[config.mk]
export PLATFORM = sky130hd
export DESIGN_NAME = terminal_port_command_decoder_flat
export DESIGN_NICKNAME = d
export VERILOG_FILES = /design/src/design/tpcd_pkg.sv /design/src/design/tpcd_if.sv /design/src/design/tpcd_decode.sv /design/src/design/tpcd_out_buf.sv /design/src/design/terminal_port_command_decoder.sv /design/src/flat_wrapper.sv
export SDC_FILE = /design/constraint.sdc
export NUM_CORES = 1
export LEC_CHECK = 0
export ABC_AREA = 1
export ABC_CLOCK_PERIOD_IN_PS = 2300
export BUFFER_PORTS_ARGS = -buffer_cell sky130_fd_sc_hd__buf_4
export CORE_UTILIZATION = 53
export CTS_BUF_LIST = sky130_fd_sc_hd__clkbuf_16
export CTS_CLUSTER_DIAMETER = 150
export DETAILED_ROUTE_END_ITERATION = 12
export GPL_ROUTABILITY_DRIVEN = 0
export GPL_TIMING_DRIVEN = 0
export PLACE_DENSITY = 0.81
export SLEW_MARGIN = 20
export SYNTH_ARGS = -nofsm -noshare
export SYNTH_HDL_FRONTEND = slang
export SYNTH_SLANG_ARGS = --single-unit
[constraint.sdc]
create_clock -name clock -period 2.3 [get_ports clock]
set_input_delay 0.115 -clock clock [delete_from_list [all_inputs] [get_ports clock]]
set_output_delay 0.115 -clock clock [all_outputs]
set_load 0.05 [all_outputs]
[src/design/tpcd_pkg.sv]
`timescale 1ns / 1ps
// Terminal port command decoder: shared types and constants.
// No dependencies; imported by all modules.

package tpcd_pkg;

   // command bytes written in idle mode; CMD_RESET is taken in any mode
   localparam logic [7:0] CMD_RESET = 8'hFF;
   localparam logic [7:0] CMD_CUR_X = 8'h01;
   localparam logic [7:0] CMD_CUR_Y = 8'h02;
   localparam logic [7:0] CMD_CUR_V = 8'h03;
   localparam logic [7:0] CMD_PUT_C = 8'h04;
   localparam logic [7:0] CMD_PUT_S = 8'h05;
   localparam logic [7:0] CMD_SIZE  = 8'h06;
   localparam logic [7:0] CMD_FETCH = 8'h07;

   // access kinds
   localparam logic FUNC_WRITE = 1'b0;
   localparam logic FUNC_READ  = 1'b1;

   // register indexes
   localparam logic CSR_WIDTH  = 1'b0;
   localparam logic CSR_HEIGHT = 1'b1;

   localparam logic [7:0] WIDTH_RESET  = 8'd80;
   localparam logic [7:0] HEIGHT_RESET = 8'd25;

   typedef enum logic [2:0] {
      ACT_NONE  = 3'd0,
      ACT_CUR_X = 3'd1,
      ACT_CUR_Y = 3'd2,
      ACT_CUR_V = 3'd3,
      ACT_PUT_C = 3'd4,
      ACT_FETCH = 3'd5
   } action_type;

   typedef enum logic [10:0] {
      MODE_IDLE    = 11'b000_0000_0001,
      MODE_CUR_X   = 11'b000_0000_0010,
      MODE_CUR_Y   = 11'b000_0000_0100,
      MODE_CUR_V   = 11'b000_0000_1000,
      MODE_PUT_C   = 11'b000_0001_0000,
      MODE_PUT_S   = 11'b000_0010_0000,
      MODE_SIZE_W  = 11'b000_0100_0000,
      MODE_SIZE_H  = 11'b000_1000_0000,
      MODE_FETCH_X = 11'b001_0000_0000,
      MODE_FETCH_Y = 11'b010_0000_0000,
      MODE_FETCH   = 11'b100_0000_0000
   } mode_type;

   typedef struct packed {
      logic [2:0] action;
      logic [7:0] action_arg;
      logic [7:0] fetch_x;
      logic [7:0] fetch_y;
      logic [7:0] rd_data;
   } result_type;

endpackage

[src/design/tpcd_if.sv]
`timescale 1ns / 1ps
// Channel interfaces for the terminal port command decoder.
// No dependencies.

interface tpcd_req_if;
   logic       valid;
   logic       ready;
   logic       func;
   logic [7:0] wr_byte;
   modport source (output valid, func, wr_byte, input ready);
   modport sink   (input valid, func, wr_byte, output ready);
endinterface

interface tpcd_rsp_if;
   logic       valid;
   logic       ready;
   logic [2:0] action;
   logic [7:0] action_arg;
   logic [7:0] fetch_x;
   logic [7:0] fetch_y;
   logic [7:0] rd_data;
   modport source (output valid, action, action_arg, fetch_x, fetch_y, rd_data, input ready);
   modport sink   (input valid, action, action_arg, fetch_x, fetch_y, rd_data, output ready);
endinterface

interface tpcd_csr_if;
   logic       valid;
   logic       ready;
   logic       index;
   logic [7:0] data;
   modport source (output valid, index, data, input ready);
   modport sink   (input valid, index, data, output ready);
endinterface

[src/design/tpcd_decode.sv]
`timescale 1ns / 1ps
// Command sequencer: mode and saved fetch coordinates, result of one access.
// Depends on tpcd_pkg.

module tpcd_decode
   import tpcd_pkg::*;
(
   input  logic       clock,
   input  logic       reset,
   input  logic       accept,
   input  logic       func,
   input  logic [7:0] wr_byte,
   input  logic [7:0] width,
   input  logic [7:0] height,
   output result_type result
);

   mode_type   mode_ff, mode_in;
   logic [7:0] saved_x_ff, saved_x_in;
   logic [7:0] saved_y_ff, saved_y_in;

   always_comb begin
      mode_in    = mode_ff;
      saved_x_in = saved_x_ff;
      saved_y_in = saved_y_ff;
      result     = '0;
      if (func == FUNC_READ) begin
         case (mode_ff)
            MODE_SIZE_W: begin
               result.rd_data = width;
               mode_in = MODE_SIZE_H;
            end
            MODE_SIZE_H: begin
               result.rd_data = height;
               mode_in = MODE_IDLE;
            end
            MODE_FETCH: begin
               result.action  = ACT_FETCH;
               result.fetch_x = saved_x_ff;
               result.fetch_y = saved_y_ff;
               mode_in = MODE_IDLE;
            end
            default: ;
         endcase
      end else if (wr_byte == CMD_RESET) begin
         mode_in = MODE_IDLE;
      end else begin
         case (mode_ff)
            MODE_IDLE: begin
               case (wr_byte)
                  CMD_CUR_X: mode_in = MODE_CUR_X;
                  CMD_CUR_Y: mode_in = MODE_CUR_Y;
                  CMD_CUR_V: mode_in = MODE_CUR_V;
                  CMD_PUT_C: mode_in = MODE_PUT_C;
                  CMD_PUT_S: mode_in = MODE_PUT_S;
                  CMD_SIZE:  mode_in = MODE_SIZE_W;
                  CMD_FETCH: mode_in = MODE_FETCH_X;
                  default: ;
               endcase
            end
            MODE_CUR_X: begin
               result.action     = ACT_CUR_X;
               result.action_arg = wr_byte;
               mode_in = MODE_IDLE;
            end
            MODE_CUR_Y: begin
               result.action     = ACT_CUR_Y;
               result.action_arg = wr_byte;
               mode_in = MODE_IDLE;
            end
            MODE_CUR_V: begin
               result.action     = ACT_CUR_V;
               result.action_arg = wr_byte;
               mode_in = MODE_IDLE;
            end
            MODE_PUT_C: begin
               result.action     = ACT_PUT_C;
               result.action_arg = wr_byte;
               mode_in = MODE_IDLE;
            end
            // stay in string mode until the reset byte
            MODE_PUT_S: begin
               result.action     = ACT_PUT_C;
               result.action_arg = wr_byte;
            end
            MODE_FETCH_X: begin
               saved_x_in = wr_byte;
               mode_in = MODE_FETCH_Y;
            end
            MODE_FETCH_Y: begin
               saved_y_in = wr_byte;
               mode_in = MODE_FETCH;
            end
            // drop writes while a read is pending
            default: ;
         endcase
      end
   end

   always_ff @(posedge clock) begin
      if (reset) begin
         mode_ff    <= MODE_IDLE;
         saved_x_ff <= '0;
         saved_y_ff <= '0;
      end else if (accept) begin
         mode_ff    <= mode_in;
         saved_x_ff <= saved_x_in;
         saved_y_ff <= saved_y_in;
      end
   end

endmodule

[src/design/tpcd_out_buf.sv]
`timescale 1ns / 1ps
// Result register with a skid stage, so the input side keeps flowing
// while the result side stalls. Depends on tpcd_pkg.

module tpcd_out_buf
   import tpcd_pkg::*;
(
   input  logic       clock,
   input  logic       reset,
   input  logic       in_valid,
   output logic       in_ready,
   input  result_type in_data,
   output logic       out_valid,
   input  logic       out_ready,
   output result_type out_data
);

   logic       out_valid_ff, out_valid_in;
   result_type out_data_ff, out_data_in;
   logic       skid_valid_ff, skid_valid_in;
   result_type skid_data_ff, skid_data_in;
   logic       out_free;

   assign in_ready  = !skid_valid_ff;
   assign out_valid = out_valid_ff;
   assign out_data  = out_data_ff;
   assign out_free  = !out_valid_ff || out_ready;

   always_comb begin
      out_valid_in  = out_valid_ff;
      out_data_in   = out_data_ff;
      skid_valid_in = skid_valid_ff;
      skid_data_in  = skid_data_ff;
      if (in_valid && in_ready) begin
         if (out_free) begin
            out_valid_in = 1'b1;
            out_data_in  = in_data;
         end else begin
            // hold the new result until the output slot drains
            skid_valid_in = 1'b1;
            skid_data_in  = in_data;
         end
      end else if (out_free) begin
         out_valid_in  = skid_valid_ff;
         out_data_in   = skid_data_ff;
         skid_valid_in = 1'b0;
      end
   end

   always_ff @(posedge clock) begin
      if (reset) begin
         out_valid_ff  <= 1'b0;
         skid_valid_ff <= 1'b0;
      end else begin
         out_valid_ff  <= out_valid_in;
         skid_valid_ff <= skid_valid_in;
      end
      out_data_ff  <= out_data_in;
      skid_data_ff <= skid_data_in;
   end

endmodule

[src/design/terminal_port_command_decoder.sv]
`timescale 1ns / 1ps
// Top level of the terminal port command decoder: size registers,
// sequencer and result buffer. Depends on tpcd_pkg, tpcd_if, tpcd_decode, tpcd_out_buf.
//
//   channel  role    payload
//   req_if   sink    func, wr_byte
//   rsp_if   source  action, action_arg, fetch_x, fetch_y, rd_data
//   csr_if   sink    index (0 width, 1 height), data
//
// One access per cycle while req_if.ready is high; its result is registered on acceptance.
// Every access gives exactly one result; the sequencer mode steps at acceptance.
// A stalled result is held in the output register, a second one in the skid stage;
// req_if.ready drops only while the skid stage is full.
// Reset (synchronous) returns to idle mode, width 80, height 25; csr writes always taken.

module terminal_port_command_decoder
   import tpcd_pkg::*;
(
   input logic         clock,
   input logic         reset,
   tpcd_req_if.sink    req_if,
   tpcd_rsp_if.source  rsp_if,
   tpcd_csr_if.sink    csr_if
);

   logic [7:0] width_ff;
   logic [7:0] height_ff;
   logic       req_ready;
   result_type result;
   result_type rsp_data;

   assign csr_if.ready = 1'b1;
   assign req_if.ready = req_ready;

   always_ff @(posedge clock) begin
      if (reset) begin
         width_ff  <= WIDTH_RESET;
         height_ff <= HEIGHT_RESET;
      end else if (csr_if.valid) begin
         case (csr_if.index)
            CSR_WIDTH:  width_ff  <= csr_if.data;
            CSR_HEIGHT: height_ff <= csr_if.data;
            default: ;
         endcase
      end
   end

   tpcd_decode u_decode (
      .clock   (clock),
      .reset   (reset),
      .accept  (req_if.valid && req_ready),
      .func    (req_if.func),
      .wr_byte (req_if.wr_byte),
      .width   (width_ff),
      .height  (height_ff),
      .result  (result)
   );

   tpcd_out_buf u_out_buf (
      .clock     (clock),
      .reset     (reset),
      .in_valid  (req_if.valid),
      .in_ready  (req_ready),
      .in_data   (result),
      .out_valid (rsp_if.valid),
      .out_ready (rsp_if.ready),
      .out_data  (rsp_data)
   );

   assign rsp_if.action     = rsp_data.action;
   assign rsp_if.action_arg = rsp_data.action_arg;
   assign rsp_if.fetch_x    = rsp_data.fetch_x;
   assign rsp_if.fetch_y    = rsp_data.fetch_y;
   assign rsp_if.rd_data    = rsp_data.rd_data;

endmodule
[src/flat_wrapper.sv]
// flat-port wrapper written by rule: the top's interface ports become plain ports
module terminal_port_command_decoder_flat import tpcd_pkg::*;
  (clock, reset, req_if_valid, req_if_func, req_if_wr_byte, req_if_ready, rsp_if_valid, rsp_if_action, rsp_if_action_arg, rsp_if_fetch_x, rsp_if_fetch_y, rsp_if_rd_data, rsp_if_ready, csr_if_valid, csr_if_index, csr_if_data, csr_if_ready);
  tpcd_req_if req_if_i ();
  tpcd_rsp_if rsp_if_i ();
  tpcd_csr_if csr_if_i ();
  input logic clock;
  input logic reset;
  input wire logic [$bits(req_if_i.valid)-1:0] req_if_valid;
  input wire logic [$bits(req_if_i.func)-1:0] req_if_func;
  input wire logic [$bits(req_if_i.wr_byte)-1:0] req_if_wr_byte;
  output wire logic [$bits(req_if_i.ready)-1:0] req_if_ready;
  output wire logic [$bits(rsp_if_i.valid)-1:0] rsp_if_valid;
  output wire logic [$bits(rsp_if_i.action)-1:0] rsp_if_action;
  output wire logic [$bits(rsp_if_i.action_arg)-1:0] rsp_if_action_arg;
  output wire logic [$bits(rsp_if_i.fetch_x)-1:0] rsp_if_fetch_x;
  output wire logic [$bits(rsp_if_i.fetch_y)-1:0] rsp_if_fetch_y;
  output wire logic [$bits(rsp_if_i.rd_data)-1:0] rsp_if_rd_data;
  input wire logic [$bits(rsp_if_i.ready)-1:0] rsp_if_ready;
  input wire logic [$bits(csr_if_i.valid)-1:0] csr_if_valid;
  input wire logic [$bits(csr_if_i.index)-1:0] csr_if_index;
  input wire logic [$bits(csr_if_i.data)-1:0] csr_if_data;
  output wire logic [$bits(csr_if_i.ready)-1:0] csr_if_ready;
  assign req_if_i.valid = req_if_valid;
  assign req_if_i.func = req_if_func;
  assign req_if_i.wr_byte = req_if_wr_byte;
  assign req_if_ready = req_if_i.ready;
  assign rsp_if_valid = rsp_if_i.valid;
  assign rsp_if_action = rsp_if_i.action;
  assign rsp_if_action_arg = rsp_if_i.action_arg;
  assign rsp_if_fetch_x = rsp_if_i.fetch_x;
  assign rsp_if_fetch_y = rsp_if_i.fetch_y;
  assign rsp_if_rd_data = rsp_if_i.rd_data;
  assign rsp_if_i.ready = rsp_if_ready;
  assign csr_if_i.valid = csr_if_valid;
  assign csr_if_i.index = csr_if_index;
  assign csr_if_i.data = csr_if_data;
  assign csr_if_ready = csr_if_i.ready;
  terminal_port_command_decoder u_core (.clock(clock), .reset(reset), .req_if(req_if_i), .rsp_if(rsp_if_i), .csr_if(csr_if_i));
endmodule
# After elaboration in Yosys (flattened, before gate mapping)
# Index checks and enable logic that the tools add are counted.
# word_totals
output_inout_bits,38
mem_bits_rw,0
n_memories,0
elab_cells,81
reg_bits,115
in_bits,23
mem_bits_ro,0
latchBits,0
# classes
mul,0
mux,22
addsub,0
eq_ne,22
order_cmp,0
reduce_logical,16
bitwise_logic,4
div_mod_pow,0
shift,0
# op_table
operator,count
35-bit 2-to-1 mux,3
11-bit one-hot mux with 4 select lines,2
11-bit one-hot mux with 7 select lines,1
11-bit 2-to-1 mux,3
"8-bit by 3-bit equality test with 1-bit output, second input constant",4
24-bit 2-to-1 mux,1
11-bit one-hot mux with 2 select lines,1
"8-bit by 2-bit equality test with 1-bit output, second input constant",2
16-bit 2-to-1 mux,1
8-bit one-hot mux with 2 select lines,1
4-bit AND reduction,3
"11-bit by 1-bit equality test with 1-bit output, second input constant",1
"11-bit by 10-bit equality test with 1-bit output, second input constant",1
"11-bit equality test, second input constant",1
"11-bit by 2-bit equality test with 1-bit output, second input constant",1
"11-bit by 3-bit equality test with 1-bit output, second input constant",1
"11-bit by 4-bit equality test with 1-bit output, second input constant",1
"11-bit by 5-bit equality test with 1-bit output, second input constant",1
"11-bit by 6-bit equality test with 1-bit output, second input constant",1
"11-bit by 7-bit equality test with 1-bit output, second input constant",1
"11-bit by 8-bit equality test with 1-bit output, second input constant",1
"11-bit by 9-bit equality test with 1-bit output, second input constant",1
"10-bit by 3-bit inequality test with 1-bit output, second input constant",1
"8-bit by 1-bit equality test with 1-bit output, second input constant",1
other kinds (15),29

# Depth between registers and ports, before layout
# Gate-level depths: netlist of run 1.
# logic_depth
depth_word,7
ltp_mapped,13
mapped_depth_nobuf,13

# Cells and area by module
# A second synthesis of run 1 with hierarchy kept.
# unflattened
cells_unflattened,590
hier_area_um2,5157.4
# modules_own_cells
mod,area_per_inst_um2,instances,seq_area_each_um2,cells_per_inst
tpcd_out_buf,2700.1,1,2142.1,197
tpcd_decode,1820.5,1,540.5,304
terminal_port_command_decoder,636.9,1,320.3,89

# Worst setup path after synthesis of run 1
# OpenSTA, ideal clock, no wires.
# synth_path
kind,register to register
startpoint,register u_core.u_out_buf.skid_valid_ff
endpoint,"register u_core.u_out_buf.skid_data_ff[0] in the netlist's numbering, enable pin"
period_less_slack_ns,2.188
setup_slack_ns,0.112
path_stages_with_launch,4
setup_time_ns,0.396
arrival_ns,1.793
required_time_ns,1.904
path_buffers,1
cell_sequence,dfxtp_1 nor2_2 clkbuf_1 ha_1
# synth_via
elab_chain_len,3
# synth_lines
element,line,rtl
from (decl),tpcd_out_buf.sv:20,"logic skid_valid_ff, skid_valid_in;"
from (signal assigned),tpcd_out_buf.sv:56,skid_valid_ff <= skid_valid_in;
1-bit logical NOT,tpcd_out_buf.sv:24,assign in_ready = !skid_valid_ff;
1-bit logical AND,n/a,
via u_core.u_decode.accept,tpcd_decode.sv:10,"input logic accept,"
2-bit AND reduction (no source line),n/a,
to (signal assigned),tpcd_out_buf.sv:59,skid_data_ff <= skid_data_in;
to (decl),tpcd_out_buf.sv:21,"result_type skid_data_ff, skid_data_in;"
# The timed path passes the listed nets, and every way through them passes these cells.
# A chain may end at the register's enable or synchronous reset.

# Worst setup path after layout of run 1
# layout_path
startpoint,register u_core.u_out_buf.skid_valid_ff
endpoint,"register u_core.u_out_buf.skid_data_ff[15] in the netlist's numbering, enable pin"
# The elaborated chain is that of the path after synthesis.

==> flow_metrics.py, run 1 <==
metrics = {
    "run_status": {
        "status": "finished, final reports clean",
    },
    "global_routing": {
        "grt_overflow": 0,
        "grt_pass1_wl_mm": 18.7,
        "antenna_found_initial": 0,
        "grt_pass1_vias": 3922,
        "grt_max_degree": 37,
        "grt_use_total_pct": 24.0,
    },
    "clock_network": {
        "cts_buffer_depth": 2,
        "insertion_delay_ps": 410,
        "clockRootBuffer": "clkbuf_16",
        "numCtsBuffers": 17,
        "cts_sinks": 115,
        "cts_tree": "done",
        "cts_htree_levels": 4,
        "clk_pin_slew_worst_paths_ps": 50,
        "post_cts_buffers": 0,
    },
    "synth": {
        "synth_commonest_cells": "nand2_1 (138), nor2_1 (75), edfxtp_1 (70)",
        "synth_seq_cells": 115,
        "synth-async-reset-ratio_pct": 0,
        "ys.warnings.count": 0,
        "netlist_area_um2": 5310,
        "synth_top_area_share_pct": 39.6,
        "synth.distinct_cells": 39,
        "ys_seq_area_share_pct": 56.6,
        "synth_largest_area_cell": "edfxtp_1",
        "syn_inst": 579,
        "synth-main-ff-cell": "edfxtp_1",
        "synth_nets": 603,
        "yosys-top-cells-area": "edfxtp_1 (40%), dfxtp_1 (17%), nand2_1 (9.8%), nor2_1 (5.3%), inv_1 (4.7%)",
        "synth_edf_count": 70,
        "syn_area_per_cell_um2": 9.17,
        "yosysMostFrequentCell": "nand2_1",
    },
    "critical_path": {
        "crit_type": "reg2reg",
        "cp_max_fo": 20,
        "reg2reg_slack_ps": 230,
        "r2r-start": "u_core.u_out_buf.skid_valid_ff$_SDFFE_PP0P_",
        "r2r_end": "u_core.u_out_buf.skid_data_ff[15]$_DFFE_PP_",
        "cp-start-kind": "flop",
        "startpoint": "u_core.u_out_buf.skid_valid_ff$_SDFFE_PP0P_",
        "cp-end-kind": "flop",
        "endpoint": "u_core.u_out_buf.skid_data_ff[15]$_DFFE_PP_",
        "rr_worst_depth": 4,
        "required_ps": 2410,
        "arrival_ps": 2180,
    },
    "routing": {
        "num_vias": 4251,
        "viasPerCell": 5.25,
        "wl_met1_mm": 4.99,
        "topRoutingLayerUsed": "met4",
        "dr_wl_met2_mm": 5.86,
        "wl_met3_um": 685,
        "routedWlPerCell_um": 14.6,
        "wl_mm": 11.8,
        "drtPass1Iterations": 6,
        "drt-initial-drc-count": 421,
        "drc_errors": 0,
        "postRouteAntennaNets": 0,
    },
    "final_layout": {
        "final_util_pct": 67.6,
        "area_growth_pct": 23.8,
        "final_area_um2": 6570,
        "post_route_cells_drive_above_1_share_pct": 23.2,
        "finalNetCount": 688,
        "diodes": 0,
    },
    "floorplanning": {
        "die_h_um": 102,
        "rows": 36,
        "die-area_um2": 10400,
        "coreArea_um2": 9730,
        "io_pins": 61,
        "dieWidth_um": 102,
        "start_util_pct": 54.6,
    },
    "power_and_ir_drop": {
        "intPower_uw": 4210,
        "ir_worst_vdd_mv": 0.445,
        "power.density_nw_per_um2": 902,
        "sequentialPowerShare_pct": 40.6,
        "swShare_pct": 29.0,
        "power_frac_clock_pct": 41.2,
        "p_comb_share_pct": 18.2,
        "p_switching_uw": 1720,
        "p_leak_uw": 0.00280,
    },
    "sta": {
        "slew_violations": 0,
        "max_slew_margin_pct": 49.9,
        "postLayoutSetupSlackWorst_ps": 235,
        "worst_slew_pin_slew_ps": 751,
        "rsz0062_at_grt": "false",
        "fin_crit_sh_pct": 89.8,
        "fin_crit_ps": 2070,
        "setup_viol_count_final": 0,
        "finClkSkew_ps": 7.45,
        "hold_viol_final": 0,
        "max_freq_mhz": 484,
    },
    "placement": {
        "hpwl_mm": 7.77,
        "dpl_cell_area_um2": 5940,
        "portBuffers": 58,
        "dp_slack_ps": 96.2,
    },
    "worst_hold_path": {
        "min_from": "req_if_valid",
        "min_path_type": "in2reg",
    },
    "job": {
        "drv_cap": 0,
    },
}
[critical path, cell delays in order (launching register included)]
cell,delay (ps)
dfxtp_1,320
nor2_2,420
clkbuf_1,440
ha_4,370
buf_16,200
[how the worst min path moves through the flow]
stage,cells after the start,endpoint
2_1_floorplan,2,u_core.height_ff[0]$_SDFFE_PP1P_
3_3_place_gp,3,u_core.height_ff[0]$_SDFFE_PP1P_
3_5_place_dp,3,u_core.height_ff[4]$_SDFFE_PP1P_
4_1_cts,3,u_core.u_out_buf.out_valid$_SDFFE_PP0N_
5_1_grt,3,u_core.u_decode.saved_y_ff[1]$_SDFFE_PP0P_
6_report,3,u_core.u_out_buf.out_valid$_SDFFE_PP0N_
[cell usage in the layout (no fill, tap or decap), types with 3 or more instances in the layout]
cell,Yosys,layout
nand2_1,138,138
nor2_1,75,75
edfxtp_1,70,70
inv_1,66,68
buf_4,2,60
dfxtp_1,45,45
o21ai_0,26,26
nand3_1,25,25
a21oi_1,20,20
clkbuf_16,0,17
nor2_4,15,15
clkbuf_1,11,11
nor2_2,9,9
nor3_2,9,9
nand2_2,8,8
a211oi_1,7,7
dlygate4sd3_1,0,7
inv_2,5,6
nand2_4,6,6
o22ai_1,6,6
clkinv_2,0,5
nor3_1,4,4
nor2_8,3,3
clkinv_1,1,3
o21ai_1,3,3
[cell type report]
| cell class | count | area [um2] |
|---|---|---|
| flip-flops and latches | 115 | 3000 |
| inverters | 72 | 270 |
| clock inverters | 15 | 128 |
| repair buffers | 66 | 533 |
| fillers | 710 | 3160 |
| multi-input cells | 373 | 1950 |
| well taps | 133 | 166 |
| clock buffers | 17 | 425 |
| plain buffers | 19 | 100 |
[registers in the layout, summed over array words and instances, names as in the netlist]
register                        flops
u_core.u_out_buf.skid_data_ff      35
u_core.u_out_buf.out_data          35
u_core.u_decode.saved_x_ff          8
u_core.height_ff                    8
u_core.u_out_buf.out_valid          1
u_core.u_decode.saved_y_ff          8
u_core.u_out_buf.skid_valid_ff      1
u_core.u_decode.mode_ff            11
u_core.width_ff                     8
[what timing repair did]
action / 4_1_cts / 5_1_grt
gates resized for setup: 0 / 1
hold buffers: 7 / 0
hold endpoints to repair: 11 / 0
setup endpoints to repair: 0 / 20
[kinds of logic (layout without fill, tap and decap cells)]
| group | after synthesis | in the layout | synth area share (%) |
|---|---|---|---|
| and+or+nand+nor | 301 | 301 | 28.5 |
| DFF | 115 | 115 | 56.6 |
| buffers and inverters | 91 | 189 | 6.98 |
| AOI/OAI and AO/OA | 70 | 70 | 7.66 |
| adders and majority gates | 1 | 1 | 0.236 |
| other | 1 | 1 | 0.0706 |
[routing by layer]
layer  global-route usage [%]  up-vias
li1                         -     2055
met1                     30.4     2010
met2                     38.3      157
met3                     7.05       29
met4                     10.1        0
met5                        0        -
[power groups by stage]
stage / clock network (uW) / registers, uW / logic, uW
5_1_grt: 2540 / 2420 / 1170
4_1_cts: 2460 / 2410 / 1070
2_1_floorplan: 0 / 2690 / 529
6_report: 2450 / 2410 / 1080
3_3_place_gp: 0 / 2440 / 1030
3_5_place_dp: 0 / 2440 / 1050
[through the flow]
stage          cells  TNS [ps]  hold slack, ps  power [uW]
2_1_floorplan    579         0             228        3220
3_3_place_gp     770    -15420             338        3470
3_5_place_dp     771         0             342        3500
4_1_cts          810         0            2.98        5930
5_1_grt          810         0            32.2        6130
6_report         810         0            11.3        5930
Power figures use the tool's default switching activity.
==> run 2: changes to the inputs <==
--- a/config.mk
+++ b/config.mk
@@ -14,7 +14,7 @@
 export DETAILED_ROUTE_END_ITERATION = 12
 export GPL_ROUTABILITY_DRIVEN = 0
 export GPL_TIMING_DRIVEN = 0
-export PLACE_DENSITY = 0.81
+export PLACE_DENSITY = 0.76
 export SLEW_MARGIN = 20
 export SYNTH_ARGS = -nofsm -noshare
 export SYNTH_HDL_FRONTEND = slang
==> constraint.sdc (replaced) <==
create_clock -name clock -period 2.3 [get_ports clock]
set_input_delay 0.115 -clock clock [delete_from_list [all_inputs] [get_ports clock]]
set_output_delay 0.115 -clock clock [all_outputs]
set_load 0.1 [all_outputs]
==> flow_metrics.py, run 2 (synthesis results as in run 1) <==
metrics = {
    "sta": {
        "max_slew_margin_pct": 51.2,
        "worst_slew_pin_slew_ps": 730,
        "setup_viol_count_final": 0,
        "slew_violations": 0,
        "rsz0062_at_grt": "false",
        "max_freq_mhz": 482,
        "hold_viol_final": 0,
        "fin_crit_ps": 2080,
        "fin_crit_sh_pct": 90.2,
        "finClkSkew_ps": 4.73,
    },
    "clock_network": {
        "insertion_delay_ps": 400,
        "clk_pin_slew_worst_paths_ps": 50,
        "cts_htree_levels": 4,
        "cts_tree": "done",
        "cts_sinks": 115,
        "clockRootBuffer": "clkbuf_16",
        "cts_buffer_depth": 2,
        "numCtsBuffers": 17,
    },
    "power_and_ir_drop": {
        "p_leak_uw": 0.00277,
        "power.density_nw_per_um2": 945,
        "ir_worst_vdd_mv": 0.415,
        "total_power_uw": 6170,
    },
    "critical_path": {
        "cp_max_fo": 35,
        "rr_worst_depth": 3,
        "cp-end-kind": "flop",
        "cp-start-kind": "flop",
        "required_ps": 2340,
        "crit_type": "reg2reg",
        "arrival_ps": 2120,
    },
    "routing": {
        "drc_errors": 0,
        "viasPerCell": 5.07,
        "drt-initial-drc-count": 206,
        "drtPass1Iterations": 5,
        "postRouteAntennaNets": 0,
        "num_vias": 4094,
        "wl_mm": 11.1,
        "routedWlPerCell_um": 13.8,
    },
    "floorplanning": {
        "start_util_pct": 54.6,
        "io_pins": 61,
        "dieWidth_um": 102,
        "rows": 36,
        "die-area_um2": 10400,
        "coreArea_um2": 9730,
        "die_h_um": 102,
    },
    "final_layout": {
        "final_common_cell": "nand2_1",
        "mostFrequentLayoutCells": "nand2_1 (138), nor2_1 (75), edfxtp_1 (70)",
        "final_cells": 807,
        "finalNetCount": 685,
        "fillCellCount": 782,
        "post_route_cells_drive_above_1_share_pct": 22.8,
        "diodes": 0,
        "area_growth_pct": 22.9,
    },
    "global_routing": {
        "grt_overflow": 0,
        "antenna_found_initial": 0,
        "grt_max_degree": 37,
        "grt_use_total_pct": 23.1,
        "grt_pass1_vias": 3882,
        "grt_pass1_wl_mm": 18.1,
    },
    "run_status": {
        "status": "finished, final reports clean",
    },
    "placement": {
        "dp_cells": 770,
        "hpwl_mm": 7.83,
        "portBuffers": 58,
    },
    "job": {
        "drv_cap": 0,
    },
    "worst_hold_path": {
        "min_path_cells": 3,
        "min_path_type": "in2reg",
    },
}
-- run 2: changes by cell type in the layout (fill, tap and decap cells not counted) --
cell and change:
inv_1 -1, clkinv_1 +3, clkinv_2 -2, dlygate4sd3_1 -2, buf_16 -1
-- run 2: worst paths after layout --
| path | start | endpoint | slack (ps) |
|---|---|---|---|
| worst min register to register | u_core.width_ff[5]$_SDFFE_PP0P_ | u_core.width_ff[5]$_SDFFE_PP0P_ | 450 |
| worst min-delay path | csr_if_data[5] | u_core.height_ff[5]$_SDFFE_PP0P_ | 9 |
| worst max register to register | u_core.u_out_buf.skid_valid_ff$_SDFFE_PP0P_ | u_core.u_out_buf.skid_data_ff[13]$_DFFE_PP_ | 220 |
| worst max-delay path | u_core.u_out_buf.skid_valid_ff$_SDFFE_PP0P_ | u_core.u_out_buf.skid_data_ff[13]$_DFFE_PP_ | 220 |
-- run 2: layout make-up --
cell class / count / area [um2] / share of cell area, %
Buffer: 19 / 100 / 1.53
Clock buffer: 17 / 425 / 6.52
Clock inverter: 15 / 125 / 1.92
Inverter: 72 / 270 / 4.14
Multi-Input combinational cell: 373 / 1950 / 29.9
Sequential cell: 115 / 3000 / 46.0
Tap cell: 133 / 166 / 2.55
Timing Repair Buffer: 63 / 485 / 7.44
-- run 2: critical path, cell delays in order, from the launching register on --
cell	delay [ps]
dfxtp_1	320
nor2_2	410
clkbuf_1	440
ha_4	540
-- run 2: stage by stage --
stage / worst slack (ps) / util, % / hold WS, ps / area [um2] / setup TNS [ps]
2_1_floorplan: 164 / - / 228 / 5310 / 0
3_3_place_gp: -7.85 / 60.8 / 332 / 5910 / -179
3_5_place_dp: -71.2 / 60.8 / 337 / 5910 / -2390
4_1_cts: 194 / 67.1 / 4.12 / 6520 / 0
5_1_grt: 121 / 67.1 / 19.8 / 6520 / 0
6_report: 224 / 67.1 / 8.83 / 6520 / 0
-- run 2: timing repair --
action / in CTS / in global routing
setup buffers: 0 / 0
hold buffers: 5 / 0
setup endpoints to repair: 35 / 0
gates resized for setup: 1 / 0
hold endpoints to repair: 7 / 0
-- run 2: layer usage --
layer	wire length [um]	up-vias	share of wire, %	GRT usage (%)
met5	0	-	0	0
met4	162	0	1.5	10.3
met3	525	15	4.7	5.34
met2	5410	130	49	36.8
met1	5040	1906	45	30.1
li1	-	2043	-	-
-- run 2: power breakdown --
part | total, uW | switching, uW | internal (uW)
clock network | 2420 | 861 | 1560
registers | 2400 | 65.6 | 2340
logic | 1350 | 1040 | 310
total | 6170 | 1960 | 4200
==> run 3: changes to the inputs <==
--- a/config.mk
+++ b/config.mk
@@ -8,6 +8,7 @@
 export ABC_AREA = 1
 export ABC_CLOCK_PERIOD_IN_PS = 2300
 export BUFFER_PORTS_ARGS = -buffer_cell sky130_fd_sc_hd__buf_4
+export CORE_ASPECT_RATIO = 0.9
 export CORE_UTILIZATION = 53
 export CTS_BUF_LIST = sky130_fd_sc_hd__clkbuf_16
 export CTS_CLUSTER_DIAMETER = 150
==> flow_metrics.py, run 3 (synthesis results as in run 1) <==
metrics = {
    "run_status": {
        "status": "finished, final reports clean",
    },
    "sta": {
        "rsz0062_at_grt": "false",
        "max_freq_mhz": 471,
        "hold_viol_final": 0,
        "finClkSkew_ps": 10.0,
        "setup_viol_count_final": 0,
        "fin_crit_ps": 2120,
        "holdWs_ps": 24.0,
        "fin_crit_sh_pct": 92.4,
        "slew_violations": 0,
        "worst_slew_pin_slew_ps": 721,
        "max_slew_margin_pct": 51.9,
    },
    "worst_hold_path": {
        "min_path_type": "in2reg",
        "min_from": "req_if_valid",
    },
    "final_layout": {
        "post_route_cells_drive_above_1_share_pct": 23.7,
        "diodes": 0,
        "area_growth_pct": 24.6,
        "final_common_cell": "nand2_1",
        "final_area_um2": 6620,
        "finalNetCount": 687,
        "fillCellCount": 723,
        "mostFrequentLayoutCells": "nand2_1 (138), nor2_1 (75), edfxtp_1 (70)",
    },
    "clock_network": {
        "insertion_delay_ps": 410,
        "clockRootBuffer": "clkbuf_16",
        "cts_buffer_depth": 2,
        "cts_tree": "done",
        "cts_sinks": 115,
        "cts_htree_levels": 4,
        "numCtsBuffers": 17,
        "clk_pin_slew_worst_paths_ps": 60,
        "post_cts_buffers": 0,
    },
    "routing": {
        "num_vias": 4210,
        "viasPerCell": 5.25,
        "routedWlPerCell_um": 14.9,
        "drtPass1Iterations": 5,
        "wl_mm": 12.0,
        "postRouteAntennaNets": 0,
        "drc_errors": 0,
        "drt-initial-drc-count": 337,
    },
    "critical_path": {
        "reg2reg_slack_ps": 180,
        "path_cells": "nor2_2 > clkbuf_1 > ha_4",
        "cp-end-kind": "flop",
        "cp-start-kind": "flop",
        "r2r-start": "u_core.u_out_buf.skid_valid_ff$_SDFFE_PP0P_",
        "startpoint": "u_core.u_out_buf.skid_valid_ff$_SDFFE_PP0P_",
        "r2r_end": "u_core.u_out_buf.skid_data_ff[13]$_DFFE_PP_",
        "rr_worst_depth": 3,
        "endpoint": "u_core.u_out_buf.skid_data_ff[13]$_DFFE_PP_",
        "cpPeakStageDelay_ps": 540,
        "required_ps": 2340,
        "crit_type": "reg2reg",
        "slowest_stage": "ha_4",
        "arrival_ps": 2160,
        "cp_max_fo": 35,
    },
    "global_routing": {
        "grt_pass1_wl_mm": 19.2,
        "grt_overflow": 0,
        "grt_max_degree": 37,
        "grt_use_total_pct": 24.2,
        "top_usage_layer": "met2",
        "grt_use_met1_pct": 30.6,
        "met2_usage_pct": 39.8,
        "grt_pass1_vias": 4026,
        "antenna_found_initial": 0,
        "grtUsageMet3_pct": 5.80,
    },
    "power_and_ir_drop": {
        "p_leak_uw": 0.00281,
        "ir_worst_vdd_mv": 0.548,
        "power.density_nw_per_um2": 990,
    },
    "floorplanning": {
        "io_pins": 61,
        "coreArea_um2": 9700,
        "die_h_um": 96.9,
        "rows": 34,
        "start_util_pct": 54.7,
        "die-area_um2": 10400,
        "dieWidth_um": 107,
    },
    "placement": {
        "dpl_cell_area_um2": 5900,
        "hpwl_mm": 8.11,
        "portBuffers": 58,
    },
    "job": {
        "drv_cap": 0,
    },
}
## run 3: changes by cell type in the layout (fill, tap and decap cells not counted)
cell	change
bufinv_16	+2
clkinv_4	+2
dlygate4sd3_1	+2
clkinv_2	-2
inv_1	-1
inv_6	+4
clkinv_1	-5
## run 3: final cells by class
class                   instances  area (um2)  area share, %
plain buffers                  19         100           1.51
clock buffers                  17         425           6.43
clock inverters                15         205           3.10
inverters                      72         270           4.09
multi-input cells             373        1950           29.4
flip-flops and latches        115        3000           45.4
well taps                     126         158           2.38
repair buffers                 65         505           7.64
## run 3: worst max-delay path: cells and delay by family, from the launching register on
family	cells	cell delay, ps
adders and majority gates	1	540
and+or+nand+nor	1	410
DFF	1	320
buffers and inverters	1	450
## run 3: per-stage QoR
stage / utilization (%) / power, uW / setup slack, ps / std cells / TNS, ps
6_report: 68.2 / 6550 / 175 / 802 / 0
5_1_grt: 68.2 / 6760 / 96.7 / 802 / 0
4_1_cts: 68.2 / 6580 / 176 / 802 / 0
3_5_place_dp: 60.9 / 3780 / -72.9 / 763 / -2480
3_3_place_gp: 60.9 / 3750 / -31.9 / 763 / -1030
2_1_floorplan: - / 3500 / 164 / 579 / 0
## run 3: metal layers
metal / routed length, um / vias to the layer above / share of wire (%)
met1: 5070 / 1968 / 42
li1: - / 2051 / -
met3: 706 / 27 / 5.9
met5: 0 / - / 0
met4: 237 / 0 / 2.0
met2: 5940 / 164 / 50
## run 3: worst min-delay path by stage
stage	depth (start not counted)	end
finish	3	u_core.u_out_buf.out_valid$_SDFFE_PP0N_
global route	3	u_core.u_out_buf.out_valid$_SDFFE_PP0N_
CTS	3	u_core.width_ff[5]$_SDFFE_PP0P_
detailed placement	3	u_core.height_ff[0]$_SDFFE_PP1P_
global placement	3	u_core.height_ff[0]$_SDFFE_PP1P_
floorplan	2	u_core.height_ff[0]$_SDFFE_PP1P_
## run 3: timing repair
action / in CTS / in global routing
hold endpoints to repair: 9 / 0
endpoints found under the setup margin: 35 / 0
resized for setup: 1 / 0
hold buffers: 7 / 0
## run 3: power by group
part | switching (uW) | internal [uW]
clock | 966 | 1820
combinational | 1050 | 312
sequential | 68.1 | 2340
total | 2080 | 4470
